File: config.mk
export PLATFORM = sky130hd
export DESIGN_NAME = roulette_wheel_selector_core
export DESIGN_NICKNAME = d
export VERILOG_FILES = /design/src/design/rws_pkg.sv /design/src/design/roulette_wheel_selector_core.sv /design/src/design/rws_fitness_ram.sv /design/src/design/rws_addsub.sv /design/src/design/rws_ctrl.sv
export SDC_FILE = /design/constraint.sdc
export NUM_CORES = 2
export LEC_CHECK = 0
export BUFFER_PORTS_ARGS = -buffer_cell sky130_fd_sc_hd__buf_2
export CORE_MARGIN = 5
export CORE_UTILIZATION = 63
export DETAILED_ROUTE_END_ITERATION = 10
export PLACE_DENSITY = 0.79
export SLEW_MARGIN = 20
export SYNTH_ARGS = -nofsm -noshare
export SYNTH_HDL_FRONTEND = slang
export SYNTH_HIERARCHICAL = 1
export SYNTH_SLANG_ARGS = --single-unit
File: constraint.sdc
create_clock -name clk -period 7.5 [get_ports clk]
set_input_delay 0.375 -clock clk [delete_from_list [all_inputs] [get_ports clk]]
set_output_delay 0.375 -clock clk [all_outputs]
set_load 0.1 [all_outputs]
File: src/design/rws_pkg.sv
`timescale 1ns / 1ps
`default_nettype none
// ----------------------------------------------------------------------------
// Roulette wheel selector package
// Shared item types, result codes and arithmetic widths used by the
// sequencer, the shared add/subtract unit and the top level.
// ----------------------------------------------------------------------------
package rws_pkg;

    // Fixed field widths
    localparam int REQ_W   = 1;
    localparam int IDX_W   = 8;
    localparam int FIT_W   = 16;
    localparam int RND_W   = 32;
    localparam int SEL_W   = 8;
    localparam int STAT_W  = 2;
    localparam int TOTAL_W = 24;
    localparam int CFG_W   = 9;

    // Shared unit is one bit wider than the total so the shifted remainder fits.
    localparam int ALU_W  = TOTAL_W + 1;
    localparam int STEP_W = $clog2(RND_W);

    localparam logic [CFG_W-1:0]  ENTRIES_RESET = 9'd256;
    localparam logic [STEP_W-1:0] STEP_LAST     = 5'd31;

    // Request codes
    localparam logic [REQ_W-1:0] REQ_WRITE  = 1'b0;
    localparam logic [REQ_W-1:0] REQ_SELECT = 1'b1;

    // Result status codes
    localparam logic [STAT_W-1:0] STATUS_OK         = 2'd0;
    localparam logic [STAT_W-1:0] STATUS_ZERO_TOTAL = 2'd1;
    localparam logic [STAT_W-1:0] STATUS_RAN_OFF    = 2'd2;

    typedef struct packed {
        logic [REQ_W-1:0] req_type;
        logic [IDX_W-1:0] entry_index;
        logic [FIT_W-1:0] fitness_value;
        logic [RND_W-1:0] random_word;
    } in_item_t;

    typedef struct packed {
        logic [SEL_W-1:0]   selected_index;
        logic [STAT_W-1:0]  status;
        logic [TOTAL_W-1:0] fitness_sum;
    } out_item_t;

    // Operation presented to the shared add/subtract unit
    typedef struct packed {
        logic             sub;
        logic [ALU_W-1:0] a;
        logic [ALU_W-1:0] b;
    } alu_req_t;

    // Result of the shared unit; carry set on a subtract means a >= b
    typedef struct packed {
        logic             carry;
        logic [ALU_W-1:0] sum;
    } alu_rsp_t;

endpackage
`default_nettype wire

File: src/design/roulette_wheel_selector_core.sv
`timescale 1ns / 1ps
`default_nettype none
// ----------------------------------------------------------------------------
// Roulette wheel selector core
// Fitness-proportional selection over a table of 16-bit fitness values.
// ----------------------------------------------------------------------------
// Usage:
//   in_valid/in_ready/in_data carry requests. A write stores one fitness
//   entry; a select sums the entries in use, reduces random_word modulo the
//   total and returns the first entry whose running sum exceeds it.
//   out_valid/out_ready/out_data return exactly one result per request.
//   cfg_valid/cfg_ready/cfg_data write entries_in_use (reset value 256), always
//   ready; the user must write it only while idle, as the block does not check.
// Sequence:
//   A write's result passes through the finish state and the output register.
//   A select runs in order: sum the entries in use, test the total, the
//   bit-serial remainder, the walk, and then the result and output
//   registers, all on the single adder and the one memory read port. One
//   request is in flight at a time.
// Reset:
//   After reset the store is cleared one entry per cycle, with in_ready low.
//   A finished result waits in the output register while the receiver
//   stalls, and the next request may already be taken.
// ----------------------------------------------------------------------------
module roulette_wheel_selector_core
    import rws_pkg::*;
#(
    parameter int TABLE_DEPTH = 256
) (
    input  wire logic             clk,
    input  wire logic             rst_n,
    input  wire logic             in_valid,
    output      logic             in_ready,
    input  wire in_item_t         in_data,
    output      logic             out_valid,
    input  wire logic             out_ready,
    output      out_item_t        out_data,
    input  wire logic             cfg_valid,
    output      logic             cfg_ready,
    input  wire logic [CFG_W-1:0] cfg_data
);

    localparam int ADDR_W = $clog2(TABLE_DEPTH);

    logic [CFG_W-1:0]  entries_reg;
    logic              out_valid_reg;
    out_item_t         out_data_reg;

    logic              res_valid;
    logic              res_ready;
    out_item_t         res_data;
    logic              mem_we;
    logic [ADDR_W-1:0] mem_waddr;
    logic [FIT_W-1:0]  mem_wdata;
    logic [ADDR_W-1:0] mem_raddr;
    logic [FIT_W-1:0]  mem_rdata;
    alu_req_t          alu_req;
    alu_rsp_t          alu_rsp;

    // Configuration register
    assign cfg_ready = 1'b1;

    always_ff @(posedge clk or negedge rst_n)
    begin
        if (!rst_n)
        begin
            entries_reg <= ENTRIES_RESET;
        end
        else if (cfg_valid)
        begin
            entries_reg <= cfg_data;
        end
    end

    // Output register: takes a result whenever it is empty or being drained.
    assign res_ready = !out_valid_reg || out_ready;

    always_ff @(posedge clk or negedge rst_n)
    begin
        if (!rst_n)
        begin
            out_valid_reg <= 1'b0;
            out_data_reg  <= '0;
        end
        else if (res_ready)
        begin
            out_valid_reg <= res_valid;
            if (res_valid)
            begin
                out_data_reg <= res_data;
            end
        end
    end

    assign out_valid = out_valid_reg;
    assign out_data  = out_data_reg;

    rws_ctrl #(
        .TABLE_DEPTH (TABLE_DEPTH)
    ) u_ctrl (
        .clk            (clk),
        .rst_n          (rst_n),
        .in_valid       (in_valid),
        .in_ready       (in_ready),
        .in_data        (in_data),
        .entries_in_use (entries_reg),
        .res_valid      (res_valid),
        .res_ready      (res_ready),
        .res_data       (res_data),
        .mem_we         (mem_we),
        .mem_waddr      (mem_waddr),
        .mem_wdata      (mem_wdata),
        .mem_raddr      (mem_raddr),
        .mem_rdata      (mem_rdata),
        .alu_req        (alu_req),
        .alu_rsp        (alu_rsp)
    );

    rws_fitness_ram #(
        .DEPTH  (TABLE_DEPTH),
        .ADDR_W (ADDR_W),
        .DATA_W (FIT_W)
    ) u_ram (
        .clk     (clk),
        .wr_en   (mem_we),
        .wr_addr (mem_waddr),
        .wr_data (mem_wdata),
        .rd_addr (mem_raddr),
        .rd_data (mem_rdata)
    );

    rws_addsub u_addsub (
        .req (alu_req),
        .rsp (alu_rsp)
    );

endmodule
`default_nettype wire

File: src/design/rws_fitness_ram.sv
`timescale 1ns / 1ps
`default_nettype none
// ----------------------------------------------------------------------------
// Fitness store
// Single write port, single read port memory with registered read data.
// ----------------------------------------------------------------------------
module rws_fitness_ram #(
    parameter int DEPTH  = 256,
    parameter int ADDR_W = 8,
    parameter int DATA_W = 16
) (
    input  wire logic              clk,
    input  wire logic              wr_en,
    input  wire logic [ADDR_W-1:0] wr_addr,
    input  wire logic [DATA_W-1:0] wr_data,
    input  wire logic [ADDR_W-1:0] rd_addr,
    output      logic [DATA_W-1:0] rd_data
);

    logic [DATA_W-1:0] mem_reg [DEPTH];
    logic [DATA_W-1:0] rd_data_reg;

    // Write and registered read
    always_ff @(posedge clk)
    begin
        if (wr_en)
        begin
            mem_reg[wr_addr] <= wr_data;
        end
        rd_data_reg <= mem_reg[rd_addr];
    end

    assign rd_data = rd_data_reg;

endmodule
`default_nettype wire

File: src/design/rws_addsub.sv
`timescale 1ns / 1ps
`default_nettype none
// ----------------------------------------------------------------------------
// Shared add/subtract unit
// One adder used for summing fitness, the restoring division steps and the
// walk over the running target.
// ----------------------------------------------------------------------------
module rws_addsub
    import rws_pkg::*;
(
    input  wire alu_req_t req,
    output      alu_rsp_t rsp
);

    logic [ALU_W-1:0] b_operand;
    logic [ALU_W:0]   full_sum;

    // Subtraction is a plus the inverted b plus one.
    always_comb
    begin
        b_operand = req.sub ? ~req.b : req.b;
        full_sum  = {1'b0, req.a} + {1'b0, b_operand} + {{ALU_W{1'b0}}, req.sub};
        rsp.carry = full_sum[ALU_W];
        rsp.sum   = full_sum[ALU_W-1:0];
    end

endmodule
`default_nettype wire

File: src/design/rws_ctrl.sv
`timescale 1ns / 1ps
`default_nettype none
// ----------------------------------------------------------------------------
// Roulette wheel sequencer
// Clears the store after reset, executes writes, and runs the sum, zero-total
// check, divide and walk phases of a select on the shared add/subtract unit.
// ----------------------------------------------------------------------------
module rws_ctrl
    import rws_pkg::*;
#(
    parameter int TABLE_DEPTH = 256
) (
    input  wire logic                             clk,
    input  wire logic                             rst_n,
    input  wire logic                             in_valid,
    output      logic                             in_ready,
    input  wire in_item_t                         in_data,
    input  wire logic [CFG_W-1:0]                 entries_in_use,
    output      logic                             res_valid,
    input  wire logic                             res_ready,
    output      out_item_t                        res_data,
    output      logic                             mem_we,
    output      logic [$clog2(TABLE_DEPTH)-1:0]   mem_waddr,
    output      logic [FIT_W-1:0]                 mem_wdata,
    output      logic [$clog2(TABLE_DEPTH)-1:0]   mem_raddr,
    input  wire logic [FIT_W-1:0]                 mem_rdata,
    output      alu_req_t                         alu_req,
    input  wire alu_rsp_t                         alu_rsp
);

    localparam int ADDR_W = $clog2(TABLE_DEPTH);
    localparam int CNT_W  = $clog2(TABLE_DEPTH + 1);

    typedef enum logic [2:0] {
        ST_CLEAR,
        ST_IDLE,
        ST_SUM,
        ST_CHECK,
        ST_DIV,
        ST_WALK,
        ST_FINISH
    } state_t;

    state_t             state_reg,    state_next;
    logic [CNT_W-1:0]   cnt_reg,      cnt_next;
    logic               pend_reg,     pend_next;
    logic [ADDR_W-1:0]  pend_idx_reg, pend_idx_next;
    logic [TOTAL_W-1:0] total_reg,    total_next;
    logic [ALU_W-1:0]   rem_reg,      rem_next;
    logic [RND_W-1:0]   dvd_reg,      dvd_next;
    logic [STEP_W-1:0]  step_reg,     step_next;
    out_item_t          res_reg,      res_next;

    logic [CNT_W-1:0]   used_n;
    logic               in_range;
    logic               issue_rd;
    logic [ALU_W-1:0]   div_shifted;

    // Entries in use, saturated at the table depth
    always_comb
    begin
        if (32'(entries_in_use) > 32'(TABLE_DEPTH))
        begin
            used_n = CNT_W'(TABLE_DEPTH);
        end
        else
        begin
            used_n = CNT_W'(entries_in_use);
        end
    end

    assign in_range    = ({24'd0, in_data.entry_index} < 32'(TABLE_DEPTH));
    assign issue_rd    = (cnt_reg < used_n);
    assign div_shifted = {rem_reg[TOTAL_W-1:0], dvd_reg[RND_W-1]};

    // Next-state and datapath control
    always_comb
    begin
        state_next    = state_reg;
        cnt_next      = cnt_reg;
        pend_next     = pend_reg;
        pend_idx_next = pend_idx_reg;
        total_next    = total_reg;
        rem_next      = rem_reg;
        dvd_next      = dvd_reg;
        step_next     = step_reg;
        res_next      = res_reg;

        mem_we    = 1'b0;
        mem_waddr = cnt_reg[ADDR_W-1:0];
        mem_wdata = '0;
        mem_raddr = cnt_reg[ADDR_W-1:0];

        alu_req.sub = 1'b0;
        alu_req.a   = {1'b0, total_reg};
        alu_req.b   = {{(ALU_W-FIT_W){1'b0}}, mem_rdata};

        case (state_reg)
            // Zero the store one entry per cycle after reset.
            ST_CLEAR:
            begin
                mem_we   = 1'b1;
                cnt_next = cnt_reg + CNT_W'(1);
                if (cnt_reg == CNT_W'(TABLE_DEPTH - 1))
                begin
                    cnt_next   = '0;
                    state_next = ST_IDLE;
                end
            end

            ST_IDLE:
            begin
                if (in_valid)
                begin
                    if (in_data.req_type == REQ_WRITE)
                    begin
                        mem_we     = in_range;
                        mem_waddr  = ADDR_W'(in_data.entry_index);
                        mem_wdata  = in_data.fitness_value;
                        res_next   = '0;
                        state_next = ST_FINISH;
                    end
                    else
                    begin
                        total_next = '0;
                        dvd_next   = in_data.random_word;
                        cnt_next   = '0;
                        pend_next  = 1'b0;
                        state_next = ST_SUM;
                    end
                end
            end

            // Stream the entries in use through the adder, one per cycle.
            ST_SUM:
            begin
                pend_next = issue_rd;
                if (issue_rd)
                begin
                    cnt_next = cnt_reg + CNT_W'(1);
                end
                if (pend_reg)
                begin
                    total_next = alu_rsp.sum[TOTAL_W-1:0];
                end
                if (!issue_rd && !pend_reg)
                begin
                    state_next = ST_CHECK;
                end
            end

            ST_CHECK:
            begin
                if (total_reg == '0)
                begin
                    res_next.selected_index = '0;
                    res_next.status         = STATUS_ZERO_TOTAL;
                    res_next.fitness_sum    = '0;
                    state_next              = ST_FINISH;
                end
                else
                begin
                    rem_next   = '0;
                    step_next  = '0;
                    state_next = ST_DIV;
                end
            end

            // Restoring division: one quotient bit per cycle, remainder kept.
            ST_DIV:
            begin
                alu_req.sub = 1'b1;
                alu_req.a   = div_shifted;
                alu_req.b   = {1'b0, total_reg};
                rem_next    = alu_rsp.carry ? alu_rsp.sum : div_shifted;
                dvd_next    = {dvd_reg[RND_W-2:0], 1'b0};
                step_next   = step_reg + STEP_W'(1);
                if (step_reg == STEP_LAST)
                begin
                    cnt_next   = '0;
                    pend_next  = 1'b0;
                    state_next = ST_WALK;
                end
            end

            // Walk the entries, taking each fitness off the remaining target.
            // The first entry larger than what remains is the one selected.
            ST_WALK:
            begin
                alu_req.sub = 1'b1;
                alu_req.a   = rem_reg;
                pend_next   = issue_rd;
                if (issue_rd)
                begin
                    cnt_next = cnt_reg + CNT_W'(1);
                end
                if (pend_reg)
                begin
                    if (!alu_rsp.carry)
                    begin
                        res_next.selected_index = SEL_W'(pend_idx_reg);
                        res_next.status         = STATUS_OK;
                        res_next.fitness_sum    = total_reg;
                        state_next              = ST_FINISH;
                    end
                    else
                    begin
                        rem_next = alu_rsp.sum;
                    end
                end
                else if (!issue_rd)
                begin
                    res_next.selected_index = '0;
                    res_next.status         = STATUS_RAN_OFF;
                    res_next.fitness_sum    = total_reg;
                    state_next              = ST_FINISH;
                end
            end

            ST_FINISH:
            begin
                if (res_ready)
                begin
                    state_next = ST_IDLE;
                end
            end

            default:
            begin
                state_next = ST_IDLE;
            end
        endcase

        // Track the index of the entry whose data arrives next cycle.
        if (issue_rd)
        begin
            pend_idx_next = cnt_reg[ADDR_W-1:0];
        end
    end

    // State and registered outputs
    always_ff @(posedge clk or negedge rst_n)
    begin
        if (!rst_n)
        begin
            state_reg    <= ST_CLEAR;
            cnt_reg      <= '0;
            pend_reg     <= 1'b0;
            pend_idx_reg <= '0;
            total_reg    <= '0;
            rem_reg      <= '0;
            dvd_reg      <= '0;
            step_reg     <= '0;
            res_reg      <= '0;
        end
        else
        begin
            state_reg    <= state_next;
            cnt_reg      <= cnt_next;
            pend_reg     <= pend_next;
            pend_idx_reg <= pend_idx_next;
            total_reg    <= total_next;
            rem_reg      <= rem_next;
            dvd_reg      <= dvd_next;
            step_reg     <= step_next;
            res_reg      <= res_next;
        end
    end

    assign in_ready  = (state_reg == ST_IDLE);
    assign res_valid = (state_reg == ST_FINISH);
    assign res_data  = res_reg;

endmodule
`default_nettype wire

# Word level (Yosys, flattened, before mapping)
# Memory sizes are Yosys's and may differ from the RTL's. A register that Yosys moved wholly into a read port is not among the register bits.
# Cells that the tools add are included.
# Widths: inputs -> output; s select.
dict set report totals {
  regBits 185
  ram_bits 4096
  in_bits 71
  out_inout_bits 37
  elab_cells 128
  memories 1
}
dict set report op_classes {
  n_addsub 4
  n_lt_le_gt_ge 2
  eq_ne 23
  mux 57
  bitwise_logic 1
  reduce_logical 24
}
# memory words width rd rd_clocked_by_memory_dff write_ports line_no
set memory_table {}
lappend memory_table {u_ram.mem_reg 256 16 1 1 1 rws_fitness_ram.sv:20} ;# logic [DATA_W-1:0] mem_reg [DEPTH];
# cell n
set op_table {}
lappend op_table {{$mux 34} 6}
lappend op_table {{$mux 25} 5}
lappend op_table {{$pmux 34 s3} 1}
lappend op_table {{$mux 24} 4}
lappend op_table {{$pmux 25 s3} 1}
lappend op_table {{$mux 32} 2}
lappend op_table {{$pmux 32 s2} 1}
lappend op_table {{$mux 9} 6}
lappend op_table {{$pmux 26 s2} 1}
lappend op_table {{$mux 16} 3}
lappend op_table {{$pmux 24 s2} 1}
lappend op_table {{$pmux 9 s4} 1}
lappend op_table {{$mux 3} 9}
lappend op_table {{$add 25x25->26} 1}
lappend op_table {{$add 26x1->26} 1}
lappend op_table {{$not 24->25} 1}
lappend op_table {{$logic_not 24->1} 1}
lappend op_table {{$mux 8} 3}
lappend op_table {{$pmux 3 s7} 1}
lappend op_table {{$ne 2x1->1 const B} 10}
lappend op_table {{$reduce_and 4->1} 3}
lappend op_table {{$pmux 5 s2} 1}
lappend op_table {{$add 9x1->9 const B} 1}
lappend op_table {{$eq 3x3->1 const B} 3}
lappend op_table {{28 further kinds} 44}

# Depth between registers and ports, before layout
dict set report logic_depth {
  depth_word 9
  depth_mapped 22
  depth_no_buf 17
}

# Cells and area by module
# The synthesis kept the hierarchy.
# module instances cells_per_inst area_each_um2 seq_area_each_um2
set by_module_without_submodules {}
lappend by_module_without_submodules {rws_fitness_ram 1 7360 158714.7 123318.3}
lappend by_module_without_submodules {rws_ctrl 1 862 7901.3 3528.4}
lappend by_module_without_submodules {roulette_wheel_selector_core 1 96 1808.0 1102.3}
lappend by_module_without_submodules {rws_addsub 1 215 1587.8 0.0}

# Worst setup path after synthesis
# OpenSTA, ideal clock, no wires.
dict set report synth_timing {
  kind {flip-flop to flip-flop}
  start {register u_ctrl.state_reg[0]}
  end {memory u_ram.mem_reg[0][10], data pin}
  setup_time_ns 0.870
  arrival_time_ns 6.956
  required_time_ns 6.630
  setup_slack_ns -0.325
  path_stages_with_launch 7
  n_path_buf 2
  synth_period_minus_slack_ns 7.825
  cell_sequence {dfrtp_1 -> buf_2 -> nor3b_1 -> nand2_1 -> nor2_1 -> clkbuf_1 -> and2_1}
}
dict set report synth_via {
  elab_chain_len 2
}
# element line_no
set synth_lines {}
lappend synth_lines {{from (decl)} rws_ctrl.sv:44} ;# state_t state_reg, state_next;
lappend synth_lines {{from (signal assigned)} rws_ctrl.sv:258} ;# state_reg <= state_next;
lappend synth_lines {{$eq 3x1->1} n/a}
lappend synth_lines {{via in_ready} roulette_wheel_selector_core.sv:33} ;# output logic in_ready,
lappend synth_lines {{$mux 16} rws_ctrl.sv:98} ;# case (state_reg)
lappend synth_lines {{via mem_wdata[10]} roulette_wheel_selector_core.sv:54} ;# logic [FIT_W-1:0] mem_wdata;
lappend synth_lines {{to (decl)} rws_fitness_ram.sv:20}
# The timed path passes the listed nets, and every way through them passes these cells.

==> results.toml <==
[critical_path]
r2r-start = "u_ctrl/state_reg[2]$_DFFE_PN0P_"
path_depth = 17
crit_start = "u_ctrl/state_reg[2]$_DFFE_PN0P_"
crit_family = "compound AO/OA/AOI/OAI gates"
ff2ff_path_depth = 17
cp-end-kind = "flip-flop"
slowest_stage = "nand3_1"
reg2reg_to = "u_ctrl/res_data[19]$_DFFE_PN0P_"
worstPathArrival_ns = 6.81
path_max_fanout = 24
worstSetupPathType = "flip-flop to flip-flop"
required_ns = 8.32
timing.reg2reg.setup_slack_ns = 1.51
critPathBufInv = 1
crit_path_frequent_cell = "nand2_1"
slowest_delay_ns = 0.82
start_kind = "flip-flop"
worstSetupEndpoint = "u_ctrl/res_data[19]$_DFFE_PN0P_"
crit_chain = "nand3_1, nand2_1, nand2_1, xor2_1, ha_1, a21oi_1, a21boi_0, and2_1, a221o_1, a31o_1, a311o_1, and3_1, o21ai_0, nand2_1, a211oi_4, buf_4, mux2i_1"

[yosys]
yosys_warnings = 6
synth.most_common_cell = "edfxtp_1"
synth_area_leader_cell = "edfxtp_1"
ys_seq_area_share_pct = 75.3
syn_inst = 8533
yosys-top-cells-count = "4096 x edfxtp_1, 797 x mux4_2, 624 x mux2i_1"
syn_nets = 8648
ys.flop_type = "edfxtp_1"
synth_seq_cells = 4297
async_flop_share_pct = 4.31
synth_enable_flop_cells = 4096
syn_area_per_cell_um2 = 19.9
synthesis.area_um2 = 170000
synth_cell_types = 92
synth_top_area_share_pct = 72.3
synth_area_leaders = "edfxtp_1 72%, mux4_2 11%, mux2i_1 3.7%, dfrtp_1 2.7%, o221ai_1 1.3%"

[pwr]
p_leak_uw = 0.0557
p_total_uw = 63000
power.density_nw_per_um2 = 332
max-vdd-ir-drop_uv = 318

[cells_and_area]
fill_cells = 14800
instances_no_fill = 12900
multiInputGateArea_um2 = 39000
area_growth_pct = 11.6
nets = 9089
seq_area_um2 = 128000
final_layout_size_suffix_gt1_share_pct = 22.8
largest_register_ffs = 4096

[timing]
fmax_mhz = 167
skew_ns = 0.0490
holdWs_ns = 0.0442
post-route-period-util_pct = 79.8
hold_viol_final = 0
fin_ws_ns = 1.51
slew_violations = 0
tightest_slew_ns = 1.28
slew_headroom_pct = 14.4
fin_crit_ns = 5.99
rsz0062_at_grt = "no"
setup_violations = 0
fin_tns_setup_ns = 0

[global_routing]
antenna_found_initial = 28
grt_usage_pct = 32.7
grtUsageMet2_pct = 50.0
gr-total-overflow = 0
grt_pass1_wl_mm = 661
grt_max_degree = 207
grtUsageMet1_pct = 44.8
grt_pass1_vias = 91300
grt.busiest_layer = "met2"
grtUsageMet3_pct = 9.88

[route]
via_per_inst = 7.22
avgRoutedWirePerCell_um = 35.7
num_vias = 93000
drc = 0
routed_wirelength_mm = 460
ant_nets = 0
drtIter0Drc = 16200
drtPass1Iterations = 9

[place]
place_ws_ns = 1.57
hpwl_mm = 254
place.gp.congestion = 0.933
dpl.cell_count = 12100
numPortBuffers = 106

[floorplanning]
rows = 190
core_um2 = 268000
start_util_pct = 63.3
dieWidth_um = 529
io-pin-count = 108
dieArea_um2 = 280000
dieHeight_um = 529

[clock_tree]
root_buffer = "clkbuf_16"
cts_buffers = 412
cts_sinks = 4297
clockBufferDepth = 4
cts_tree = "done"
clk_pin_slew_ns = 0.07
h-tree-depth = 5
insertion_delay_ns = 0.95
cts_resized = 0

[run]
cap_violations = 0

[outcome]
status = "completed"

[hold_path]
hp-class = "primary input to flip-flop"
## kinds of logic (layout without fill, tap and decap cells)
kind of cell | count (synthesis) | in the layout | synth area share (%)
other cells | 2 | 20 | 0.00442
fa+ha+maj | 45 | 45 | 0.334
flops | 4297 | 4297 | 75.3
buf+inv | 581 | 1356 | 1.93
mux | 1572 | 1572 | 15.3
simple gates | 922 | 922 | 2.44
compound gates | 1066 | 1066 | 4.49
xor+xnor | 48 | 48 | 0.247
## placed cells by master (no fill, tap or decap), types with 117 or more instances in the layout
cell / instances
edfxtp_1: 4096
mux4_2: 797
mux2i_1: 624
clkbuf_16: 421
nor2_1: 368
buf_4: 363
o221ai_1: 254
nand2_1: 224
a21oi_1: 206
dfrtp_1: 179
o22ai_1: 150
mux2_2: 120
o21ai_0: 117
## layout make-up
type	count	area share [%]
Antenna cell	18	0.0237
Clock inverter	247	1.40
Clock buffer	501	5.73
Timing Repair Buffer	564	2.43
Tap cell	3552	2.34
Multi-Input combinational cell	3655	20.5
Inverter	44	0.0936
Sequential cell	4297	67.4
## per-layer routing
layer	share of wire, %	routed length (µm)
met1	34	156000
met2	46	214000
met3	14	66100
met4	5.3	24300
met5	0.029	134
## through the flow
stage | util, % | instance area [µm²]
finish | 70.7 | 190000
global route | 70.7 | 190000
CTS | 70.6 | 190000
detailed placement | 65.4 | 175000
global placement | 65.4 | 175000
floorplan | - | 170000
## report_power, final
group,switching (µW),internal (µW)
Sequential,626,26300
Combinational,9830,5270
Clock,9000,12000
## worst min path at each step
stage / slack [ns] / cells after the start / end / startpoint
after floorplan: 0.08 / 0 / entries_reg[0]$_DFFE_PN0P_ / rst_n
after global placement: 0.46 / 2 / u_ctrl/dvd_reg[10]$_DFFE_PN0P_ / u_ctrl/dvd_reg[10]$_DFFE_PN0P_
after detailed placement: 0.47 / 2 / u_ctrl/dvd_reg[24]$_DFFE_PN0P_ / u_ctrl/dvd_reg[24]$_DFFE_PN0P_
after CTS: 0.03 / 4 / u_ctrl/pend_reg$_DFFE_PN0P_ / in_data[56]
after global routing: 0.03 / 2 / u_ram/mem_reg[206][7]$_DFFE_PP_ / in_data[39]
final: 0.04 / 2 / u_ram/mem_reg[205][7]$_DFFE_PP_ / in_data[39]
## timing repair
item                       4_1_cts  5_1_grt
setup buffers                    0        0
setup endpoints to repair        0        0
hold buffers                    56        1
hold endpoints to repair       194       19
Note: power is estimated with default switching activity, not from simulation.
